File: config.mk
export PLATFORM = sky130hd
export DESIGN_NAME = five_channel_compare_timer_unit
export DESIGN_NICKNAME = d
export VERILOG_FILES = /design/src/fcct_pkg.sv /design/src/fcct_channel.sv /design/src/five_channel_compare_timer_unit.sv
export SDC_FILE = /design/constraint.sdc
export NUM_CORES = 1
export LEC_CHECK = 0
export ABC_AREA = 1
export BUFFER_PORTS_ARGS = -buffer_cell sky130_fd_sc_hd__buf_4
export CORE_ASPECT_RATIO = 0.9
export CORE_MARGIN = 1.5
export CORE_UTILIZATION = 49
export CTS_BUF_LIST = sky130_fd_sc_hd__clkbuf_8
export DETAILED_ROUTE_END_ITERATION = 7
export PLACE_DENSITY_LB_ADDON = 0.25
export SYNTH_ARGS = -nofsm -noshare
export SYNTH_HDL_FRONTEND = slang
export SYNTH_HIERARCHICAL = 1
export SYNTH_SLANG_ARGS = --single-unit
File: constraint.sdc
create_clock -name clk_i -period 8.6 [get_ports clk_i]
set_input_delay 0.86 -clock clk_i [delete_from_list [all_inputs] [get_ports clk_i]]
set_output_delay 0.86 -clock clk_i [all_outputs]
set_load 0.005 [all_outputs]
File: src/fcct_pkg.sv
// shared types and constants for the five channel compare timer unit
package fcct_pkg;

  localparam int NumTimersDef = 5;

  typedef enum logic [1:0] {
    ActTick  = 2'd0,
    ActRead  = 2'd1,
    ActWrite = 2'd2,
    ActNop   = 2'd3
  } action_e;

  typedef enum logic [3:0] {
    OffCtrl  = 4'd0,
    OffIoc   = 4'd1,
    OffIer   = 4'd2,
    OffFlags = 4'd3,
    OffCntH  = 4'd4,
    OffCntL  = 4'd5,
    OffCmaH  = 4'd6,
    OffCmaL  = 4'd7,
    OffCmbH  = 4'd8,
    OffCmbL  = 4'd9,
    OffNone  = 4'd15
  } reg_off_e;

  // decoded register address
  typedef struct packed {
    logic       common;
    logic [2:0] timer;
    reg_off_e   off;
    logic [1:0] common_off;
  } addr_dec_t;

  // per timer state
  typedef struct packed {
    logic [6:0]  ctrl;
    logic [7:0]  ier;
    logic [2:0]  flags;
    logic [15:0] cnt;
    logic [15:0] cma;
    logic [15:0] cmb;
    logic [2:0]  phase;
  } timer_state_t;

  function automatic addr_dec_t decode_addr(input logic [5:0] a);
    addr_dec_t d;
    logic [5:0] x;
    d.common = 1'b0;
    d.timer = 3'd0;
    d.off = OffNone;
    d.common_off = 2'd3;
    x = 6'd0;
    if (a >= 6'h32) begin
      x = a - 6'h32;
      d.timer = 3'd4;
      d.off = (x < 6'd10) ? reg_off_e'(x[3:0]) : OffNone;
    end else if (a >= 6'h22 && a < 6'h30) begin
      x = a - 6'h22;
      d.timer = 3'd3;
      d.off = (x < 6'd10) ? reg_off_e'(x[3:0]) : OffNone;
    end else if (a >= 6'h18 && a < 6'h22) begin
      d.timer = 3'd2;
      d.off = reg_off_e'(4'(a - 6'h18));
    end else if (a >= 6'h0e && a < 6'h18) begin
      d.timer = 3'd1;
      d.off = reg_off_e'(4'(a - 6'h0e));
    end else if (a >= 6'h04 && a < 6'h0e) begin
      d.timer = 3'd0;
      d.off = reg_off_e'(4'(a - 6'h04));
    end else begin
      d.common = 1'b1;
      // only the first three addresses hold common registers
      d.common_off = (a < 6'h04) ? a[1:0] : 2'd3;
    end
    return d;
  endfunction

endpackage

File: src/fcct_channel.sv
// one timer channel: register writes, prescaler, counter and compare match
module fcct_channel import fcct_pkg::*; (
  input  timer_state_t cur_i,
  input  logic         run_i,
  input  logic         start_i,
  input  logic         tick_i,
  input  logic         wr_i,
  input  reg_off_e     off_i,
  input  logic [7:0]   data_i,
  input  logic         dma_cap_i,
  output timer_state_t nxt_o,
  output logic         dma_o
);

  logic        restart;
  logic [3:0]  ph;
  logic [16:0] n;
  logic        hit_a, hit_b, clr, step;
  timer_state_t s;

  always_comb begin
    s = cur_i;
    restart = start_i;
    dma_o = 1'b0;
    ph = 4'd0;
    n = 17'd0;
    hit_a = 1'b0;
    hit_b = 1'b0;
    clr = 1'b0;
    step = 1'b0;
    if (wr_i) begin
      case (off_i)
        OffCtrl:  begin s.ctrl = data_i[6:0]; restart = run_i; end
        OffIer:   s.ier = data_i;
        OffFlags: s.flags = s.flags & data_i[2:0];
        OffCntH:  begin s.cnt[15:8] = data_i; restart = run_i; end
        OffCntL:  begin s.cnt[7:0] = data_i; restart = run_i; end
        OffCmaH:  begin s.cma[15:8] = data_i; restart = run_i; end
        OffCmaL:  begin s.cma[7:0] = data_i; restart = run_i; end
        OffCmbH:  begin s.cmb[15:8] = data_i; restart = run_i; end
        OffCmbL:  begin s.cmb[7:0] = data_i; restart = run_i; end
        default:  ;
      endcase
    end
    if (restart) begin
      s.phase = 3'd0;
      if (s.ctrl[6:5] == 2'd3) s.ctrl[6:5] = 2'd0;
    end
    if (tick_i && run_i) begin
      ph = {1'b0, s.phase} + 4'd1;
      step = ph >= (4'd1 << s.ctrl[1:0]);
      s.phase = step ? 3'd0 : ph[2:0];
      if (step) begin
        n = {1'b0, s.cnt} + 17'd1;
        hit_a = (s.cma != 16'd0) && (n[15:0] == s.cma) && !n[16];
        hit_b = (s.cmb != 16'd0) && (n[15:0] == s.cmb) && !n[16];
        if (hit_a) begin
          s.flags[0] = 1'b1;
          dma_o = dma_cap_i & s.ier[0];
          if (s.ctrl[6:5] == 2'd1) clr = 1'b1;
        end
        if (hit_b) begin
          s.flags[1] = 1'b1;
          if (s.ctrl[6:5] == 2'd2) clr = 1'b1;
        end
        if (n[16]) s.flags[2] = 1'b1;
        s.cnt = clr ? 16'd0 : n[15:0];
      end
    end
    nxt_o = s;
  end

endmodule

File: src/five_channel_compare_timer_unit.sv
// top level of the five channel compare timer unit
// Each transaction is a tick, a byte read or a byte write; one result comes out per
// transaction, in the cycle after acceptance, and a new transaction is taken every clock
// as long as the result register is free or being drained. All five channels update
// in parallel in the combinational logic between the input and the result register.
module five_channel_compare_timer_unit import fcct_pkg::*; #(
  parameter int NumTimers = NumTimersDef
) (
  input  logic       clk_i,
  input  logic       rst_ni,
  input  logic       in_valid_i,
  output logic       in_stall_o,
  input  logic [1:0] action_i,
  input  logic [5:0] reg_addr_i,
  input  logic [7:0] write_byte_i,
  output logic       out_valid_o,
  input  logic       out_stall_i,
  output logic [7:0] read_byte_o,
  output logic [4:0] irq_active_o,
  output logic [1:0] irq_source_t0_o,
  output logic [1:0] irq_source_t1_o,
  output logic [1:0] irq_source_t2_o,
  output logic [1:0] irq_source_t3_o,
  output logic [1:0] irq_source_t4_o,
  output logic [3:0] dma_pulse_o
);

  timer_state_t tmr_q [NumTimers];
  timer_state_t tmr_d [NumTimers];
  logic [NumTimers-1:0] run_q, run_d, dma;
  logic [4:0] sync_q, sync_d;
  logic [6:0] mode_q, mode_d;
  logic       acc, is_tick, is_rd, is_wr;
  addr_dec_t  dec;
  logic [7:0] rd;
  logic [1:0] src [NumTimers];
  logic [NumTimers-1:0] act;

  assign in_stall_o = out_valid_o & out_stall_i;
  assign acc = in_valid_i & ~in_stall_o;
  assign is_tick = acc && action_e'(action_i) == ActTick;
  assign is_rd = acc && action_e'(action_i) == ActRead;
  assign is_wr = acc && action_e'(action_i) == ActWrite;
  assign dec = decode_addr(reg_addr_i);

  always_comb begin
    run_d = run_q;
    sync_d = sync_q;
    mode_d = mode_q;
    if (is_wr && dec.common) begin
      case (dec.common_off)
        2'd0: run_d = write_byte_i[NumTimers-1:0];
        2'd1: sync_d = write_byte_i[4:0];
        2'd2: mode_d = write_byte_i[6:0];
        default: ;
      endcase
    end
  end

  for (genvar t = 0; t < NumTimers; t++) begin : g_ch
    fcct_channel u_ch (
      .cur_i    (tmr_q[t]),
      .run_i    (run_q[t]),
      .start_i  (run_d[t] & ~run_q[t]),
      .tick_i   (is_tick),
      .wr_i     (is_wr && !dec.common && dec.timer == 3'(t)),
      .off_i    (dec.off),
      .data_i   (write_byte_i),
      .dma_cap_i(t < 4 ? 1'b1 : 1'b0),
      .nxt_o    (tmr_d[t]),
      .dma_o    (dma[t])
    );
  end

  always_comb begin
    rd = 8'd0;
    if (dec.common) begin
      case (dec.common_off)
        2'd0: rd = 8'h60 | 8'(run_q);
        2'd1: rd = 8'h60 | {3'd0, sync_q};
        2'd2: rd = {1'b0, mode_q};
        default: rd = 8'd0;
      endcase
    end else begin
      case (dec.off)
        OffCtrl:  rd = {1'b0, tmr_q[dec.timer].ctrl};
        OffIer:   rd = tmr_q[dec.timer].ier;
        OffFlags: rd = {5'b01111, tmr_q[dec.timer].flags};
        OffCntH:  rd = tmr_q[dec.timer].cnt[15:8];
        OffCntL:  rd = tmr_q[dec.timer].cnt[7:0];
        OffCmaH:  rd = tmr_q[dec.timer].cma[15:8];
        OffCmaL:  rd = tmr_q[dec.timer].cma[7:0];
        OffCmbH:  rd = tmr_q[dec.timer].cmb[15:8];
        OffCmbL:  rd = tmr_q[dec.timer].cmb[7:0];
        default:  rd = 8'd0;
      endcase
    end
    if (!is_rd) rd = 8'd0;
  end

  always_comb begin
    for (int t = 0; t < NumTimers; t++) begin
      logic [2:0] p;
      p = tmr_d[t].ier[2:0] & tmr_d[t].flags;
      act[t] = |p;
      src[t] = p[0] ? 2'd0 : (p[1] ? 2'd1 : (p[2] ? 2'd2 : 2'd0));
    end
  end

  always_ff @(posedge clk_i or negedge rst_ni) begin
    if (!rst_ni) begin
      run_q <= '0;
      sync_q <= '0;
      mode_q <= '0;
      out_valid_o <= 1'b0;
      for (int t = 0; t < NumTimers; t++) tmr_q[t] <= '0;
    end else begin
      if (acc) begin
        run_q <= run_d;
        sync_q <= sync_d;
        mode_q <= mode_d;
        for (int t = 0; t < NumTimers; t++) tmr_q[t] <= tmr_d[t];
      end
      if (acc) out_valid_o <= 1'b1;
      else if (!out_stall_i) out_valid_o <= 1'b0;
    end
  end

  always_ff @(posedge clk_i) begin
    if (acc) begin
      read_byte_o <= rd;
      irq_active_o <= 5'(act);
      irq_source_t0_o <= src[0];
      irq_source_t1_o <= src[1];
      irq_source_t2_o <= src[2];
      irq_source_t3_o <= src[3];
      irq_source_t4_o <= src[4];
      dma_pulse_o <= is_tick ? dma[3:0] : 4'd0;
    end
  end

  a_dma_tick: assert property (@(posedge clk_i) disable iff (!rst_ni)
    acc && !is_tick |=> dma_pulse_o == 4'd0) else $error("dma pulse outside tick");
  a_rd_zero: assert property (@(posedge clk_i) disable iff (!rst_ni)
    acc && !is_rd |=> read_byte_o == 8'd0) else $error("read data outside read");
  a_hold: assert property (@(posedge clk_i) disable iff (!rst_ni)
    !acc |=> $stable(run_q) && $stable(mode_q)) else $error("state moved without transaction");

endmodule
# After elaboration in Yosys (flattened, before gate mapping)
# Index checks and enable logic that the tools add are counted.
[totals]
mem_bits_rw = 0
regBits = 390
output_inout_bits = 29
latchBits = 0
rom_bits = 0
memories = 0
[classes]
n_div = 0
shift = 5
reduce_logical = 86
addsub = 15
eq_ne = 42
magnitude_cmp = 18
mux = 183
mul = 0
n_bitwise = 24
[ops]
columns = ["cell", "n"]
rows = [
  ["66-bit two-way mux", 5],
  ["8-bit two-way mux", 36],
  ["69-bit binary-select mux with 3-bit select", 1],
  ["19-bit two-way mux", 10],
  ["16-bit == test", 10],
  ["16-bit nonzero test", 10],
  ["69-bit two-way mux", 2],
  ["16-bit by 1-bit adder with 17-bit output (second input constant)", 5],
  ["16-bit two-way mux", 5],
  ["8-bit case mux with 9 select lines", 1],
  ["1-bit two-way mux", 67],
  ["3-bit two-way mux", 20],
  ["2-bit two-way mux", 21],
  ["7-bit two-way mux", 6],
  ["1-bit logical AND", 39],
  ["3-bit AND reduction", 12],
  ["3-bit AND", 10],
  ["2-bit == test (second input constant)", 12],
  ["7-bit case mux with 3 select lines", 1],
  ["3-bit by 1-bit adder with 4-bit output (second input constant)", 5],
  ["4-bit >= comparator", 5],
  ["1-bit by 2-bit << shifter with 4-bit output (first input constant)", 5],
  ["6-bit by 4-bit less-than comparator with 1-bit output (second input constant)", 3],
  ["4-bit by 3-bit == test with 1-bit output (second input constant)", 4],
  ["other kinds (32)", 78],
]

# Longest topological paths before layout
[depth]
ltp_word = 27
ltp_mapped = 38
ltp_nobuf = 36

# Modules after synthesis
# Netlist, hierarchy kept.
[modules_own_cells]
columns = ["module", "seq_area_each_um2", "instances", "area_each_um2", "cells_per_inst"]
rows = [
  ["five_channel_compare_timer_unit", 9894.5, 1, 18905.6, 2518],
  ["fcct_channel (g_ch[1].u_ch ...)", 0.0, 2, 3035.4, 624],
  ["fcct_channel (g_ch[3].u_ch ...)", 0.0, 2, 2979.1, 626],
  ["fcct_channel (g_ch[0].u_ch)", 0.0, 1, 2895.3, 625],
]

# Worst setup path before layout
# No wires, ideal clock.
[synth_timing]
kind = "input-to-reg"
from = "in reg_addr_i[3]"
to = "reg irq_active_o[0] (data pin)"
slack_ps = 3136
cell_stages = 33
setup_ps = 259
t_arrival_ps = 5205
required_time_ps = 8341
path_cell_list = "buf_4 > inv_2 > ha_1 > nand2_1 > nand3_1 > o21ai_1 > buf_4 > buf_2 > clkbuf_1 > nor4_1 > buf_4 > nand2_2 > nor2_4 > buf_6 > buf_6 > buf_2 > inv_1 > nand2_1 > or2_2 > nand2_1 > nand2_1 > inv_1 > ha_1 > ha_1 > inv_1 > nor2_1 > o211ai_1 > nand3_1 > nand2_1 > clkbuf_1 > o21ai_0 > inv_1 > o21bai_1"
[synth_rtl]
columns = ["item", "line_no", "text"]
rows = [
  ["from (decl)", "five_channel_compare_timer_unit.sv:14", "input logic [5:0] reg_addr_i,"],
  ["to (signal assigned)", "five_channel_compare_timer_unit.sv:132", "irq_active_o <= 5'(act);"],
  ["to (decl)", "five_channel_compare_timer_unit.sv:19", "output logic [4:0] irq_active_o,"],
]

==> reports/qor.yml <==
outcome:
  status: "finished clean"
power_and_ir_drop:
  p_sw_mw: 2.96
  clock_power_share_pct: 30.5
  share_comb_of_total_power_pct: 36.5
  max-vdd-ir-drop_mv: 0.111
  swShare_pct: 42.7
  p_leak_nw: 18.9
  powerDensity_nw_per_um2: 191
  cell_internal_pwr_mw: 3.97
  pwr-share-seq_pct: 33.0
yosys:
  syn_avg_cell_area_sq_um: 6.00
  ys_warn_count: 6
  syn_area_sq_um: 33800
  netlist_instances: 5640
critical_path:
  end_kind: "flip-flop"
  crit_type: "in -> reg"
  cp.arrival_ns: 7.05
  critPathMaxFanout: 34
  required_ns: 9.04
  crit_top_cell: "nand2_2"
  slowest_stage: "o21ai_0"
  slowest_delay_ns: 0.50
  start_kind: "input pin"
timing:
  finalCriticalPeriod_ns: 6.61
  slew_headroom_pct: 27.6
  finalCritPeriodShare_pct: 76.9
  clock.fmax_mhz: 151
  tightest_slew_ns: 1.09
  clock_skew_ns: 0.0318
  rsz0062_at_grt: "no"
  hold_viol: 0
  setup-tns-final_ns: 0
  drv_slew: 0
  setup_viol: 0
  worst_hold_slack_ns: 0.201
die:
  start_util_pct: 49.4
  chipWidth_um: 280
  dieArea_sq_um: 70600
  core_area_sq_um: 68400
  io_pins: 49
  die_h_um: 252
  rows: 91
drt:
  dr.pass1.iters: 7
  viasPerCell: 5.76
  drt-total-wl_um: 143000
  wire_per_inst_um: 21.7
  first_iter_violations: 5407
  vias: 37900
  route.antenna.remaining_nets: 0
  drc: 0
global_routing:
  grt.overflow.total: 0
  grt_pass1_vias: 33000
  antenna_found_initial: 3
  grt_pass1_wl_um: 212000
  grt_max_degree: 143
  grt_use_total_pct: 40.0
clocking:
  cts.path.max_buffers: 3
  cts_made_buffers: 77
  cts_resized: 0
  numClockSinks: 390
  postCtsSetupRepairBufs: 0
  cts_tree: "yes"
  path_clk_slew_ns: 0.07
  cts_root_buf: "clkbuf_8"
  clock_latency_ns: 0.71
  cts_max_level: 3
  cts-hold-fix-buffers: 0
finish:
  syn_to_final_growth_pct: 7.07
  nets: 5642
  layout-drive-gt1-share_pct: 9.35
place:
  portBuffers: 48
  hpwlAfterDp_um: 105000
  gp_congestion: 1.06
flow_run:
  maxCapViolations: 0
min_path:
  min_path_type: "in -> async"
## critical path: cells and delay by family
| kind | cells | cell delay, ns |
|---|---|---|
| buffers and inverters | 9 | 1.61 |
| XOR/XNOR | 1 | 0.13 |
| adder cells (fa/ha/maj) | 3 | 0.77 |
| AND/OR/NAND/NOR | 15 | 2.62 |
| AO/OA/AOI/OAI | 5 | 1.00 |
## area by class of cell
cell class	instances	area, sq um
Timing Repair Buffer	92	711
Fill cell	7179	32200
Inverter	524	1980
Multi-Input combinational cell	4501	20800
Tap cell	930	1160
Sequential cell	390	9890
Antenna cell	1	2.50
Clock inverter	44	345
Clock buffer	97	1340
## path summary, 6_finish.rpt
path | from | to | slack (ns) | cells after the start
worst min-delay path | rst_ni | tmr_q[110] | 0.20 | 1
worst min register to register | tmr_q[69] | tmr_q[69] | 0.47 | 2
worst max register to register | out_valid_o | tmr_q[178] | 2.63 | 28
min in group clk_i | out_stall_i | out_valid_o | 0.40 | 3
worst max-delay path | reg_addr_i[2] | irq_active_o[3] | 1.99 | 33
max in group asynchronous | rst_ni | tmr_q[245] | 6.89 | 2
## state kept, by name (all words and copies together), names as in the netlist, 4 cells and up
| signal | flops |
|---|---|
| dma_pulse_o | 4 |
| run_q | 5 |
| irq_active_o | 5 |
| tmr_q | 345 |
| sync_q | 5 |
| read_byte_o | 8 |
| mode_q | 7 |
## metrics by stage
stage	total power [mW]	utilization, %	std cells	area, sq um	worst slack, ns
floorplan	3.92	-	5643	33800	3.14
global placement	4.72	50.5	6437	34500	1.43
detailed placement	4.74	50.5	6437	34500	1.38
CTS	6.85	52.9	6578	36200	2.12
global route	7.28	52.9	6579	36200	1.50
finish	6.93	52.9	6579	36200	1.99
## power by group through the flow
stage                     Sequential (mW)  Clock, mW  Combinational (mW)
final                                2.28       2.12                2.53
after global routing                 2.30       2.21                2.77
after CTS                            2.27       2.13                2.45
after detailed placement             2.30          0                2.44
after global placement               2.29          0                2.42
after floorplan                      2.21          0                1.71
## cell usage in the layout, fill, tap and decap left out, types with 4 or more instances in the layout
master and n:
a21oi_1 42, a21oi_2 4, buf_4 90, bufinv_16 5
clkbuf_8 97, clkinv_1 5, clkinv_2 9, clkinvlp_4 6
conb_1 4, dfrtp_1 363, edfxtp_1 27, ha_1 36
inv_1 507, inv_2 30, nand2_1 2523, nand2_2 85
nand2_4 9, nand3_1 462, nand3_2 66, nand3_4 7
nand3b_1 88, nand4_1 52, nor2_1 438, nor2_2 53
nor2_4 34, nor2_8 6, nor3_1 18, o2111ai_1 4
o211ai_1 23, o21ai_0 431, o21ai_1 50, o21ai_2 5
o21bai_1 12, or2_2 5, xnor2_1 6, xnor3_1 9
xor2_1 11
## metal layers
layer,GRT usage [%],part of all wire (%),vias to the layer above
met5,0,0,-
met4,18.8,5.4,0
met3,10.0,13,351
met2,54.3,39,2284
met1,58.4,42,17500
li1,-,-,17700
Power figures use the tool's default switching activity.
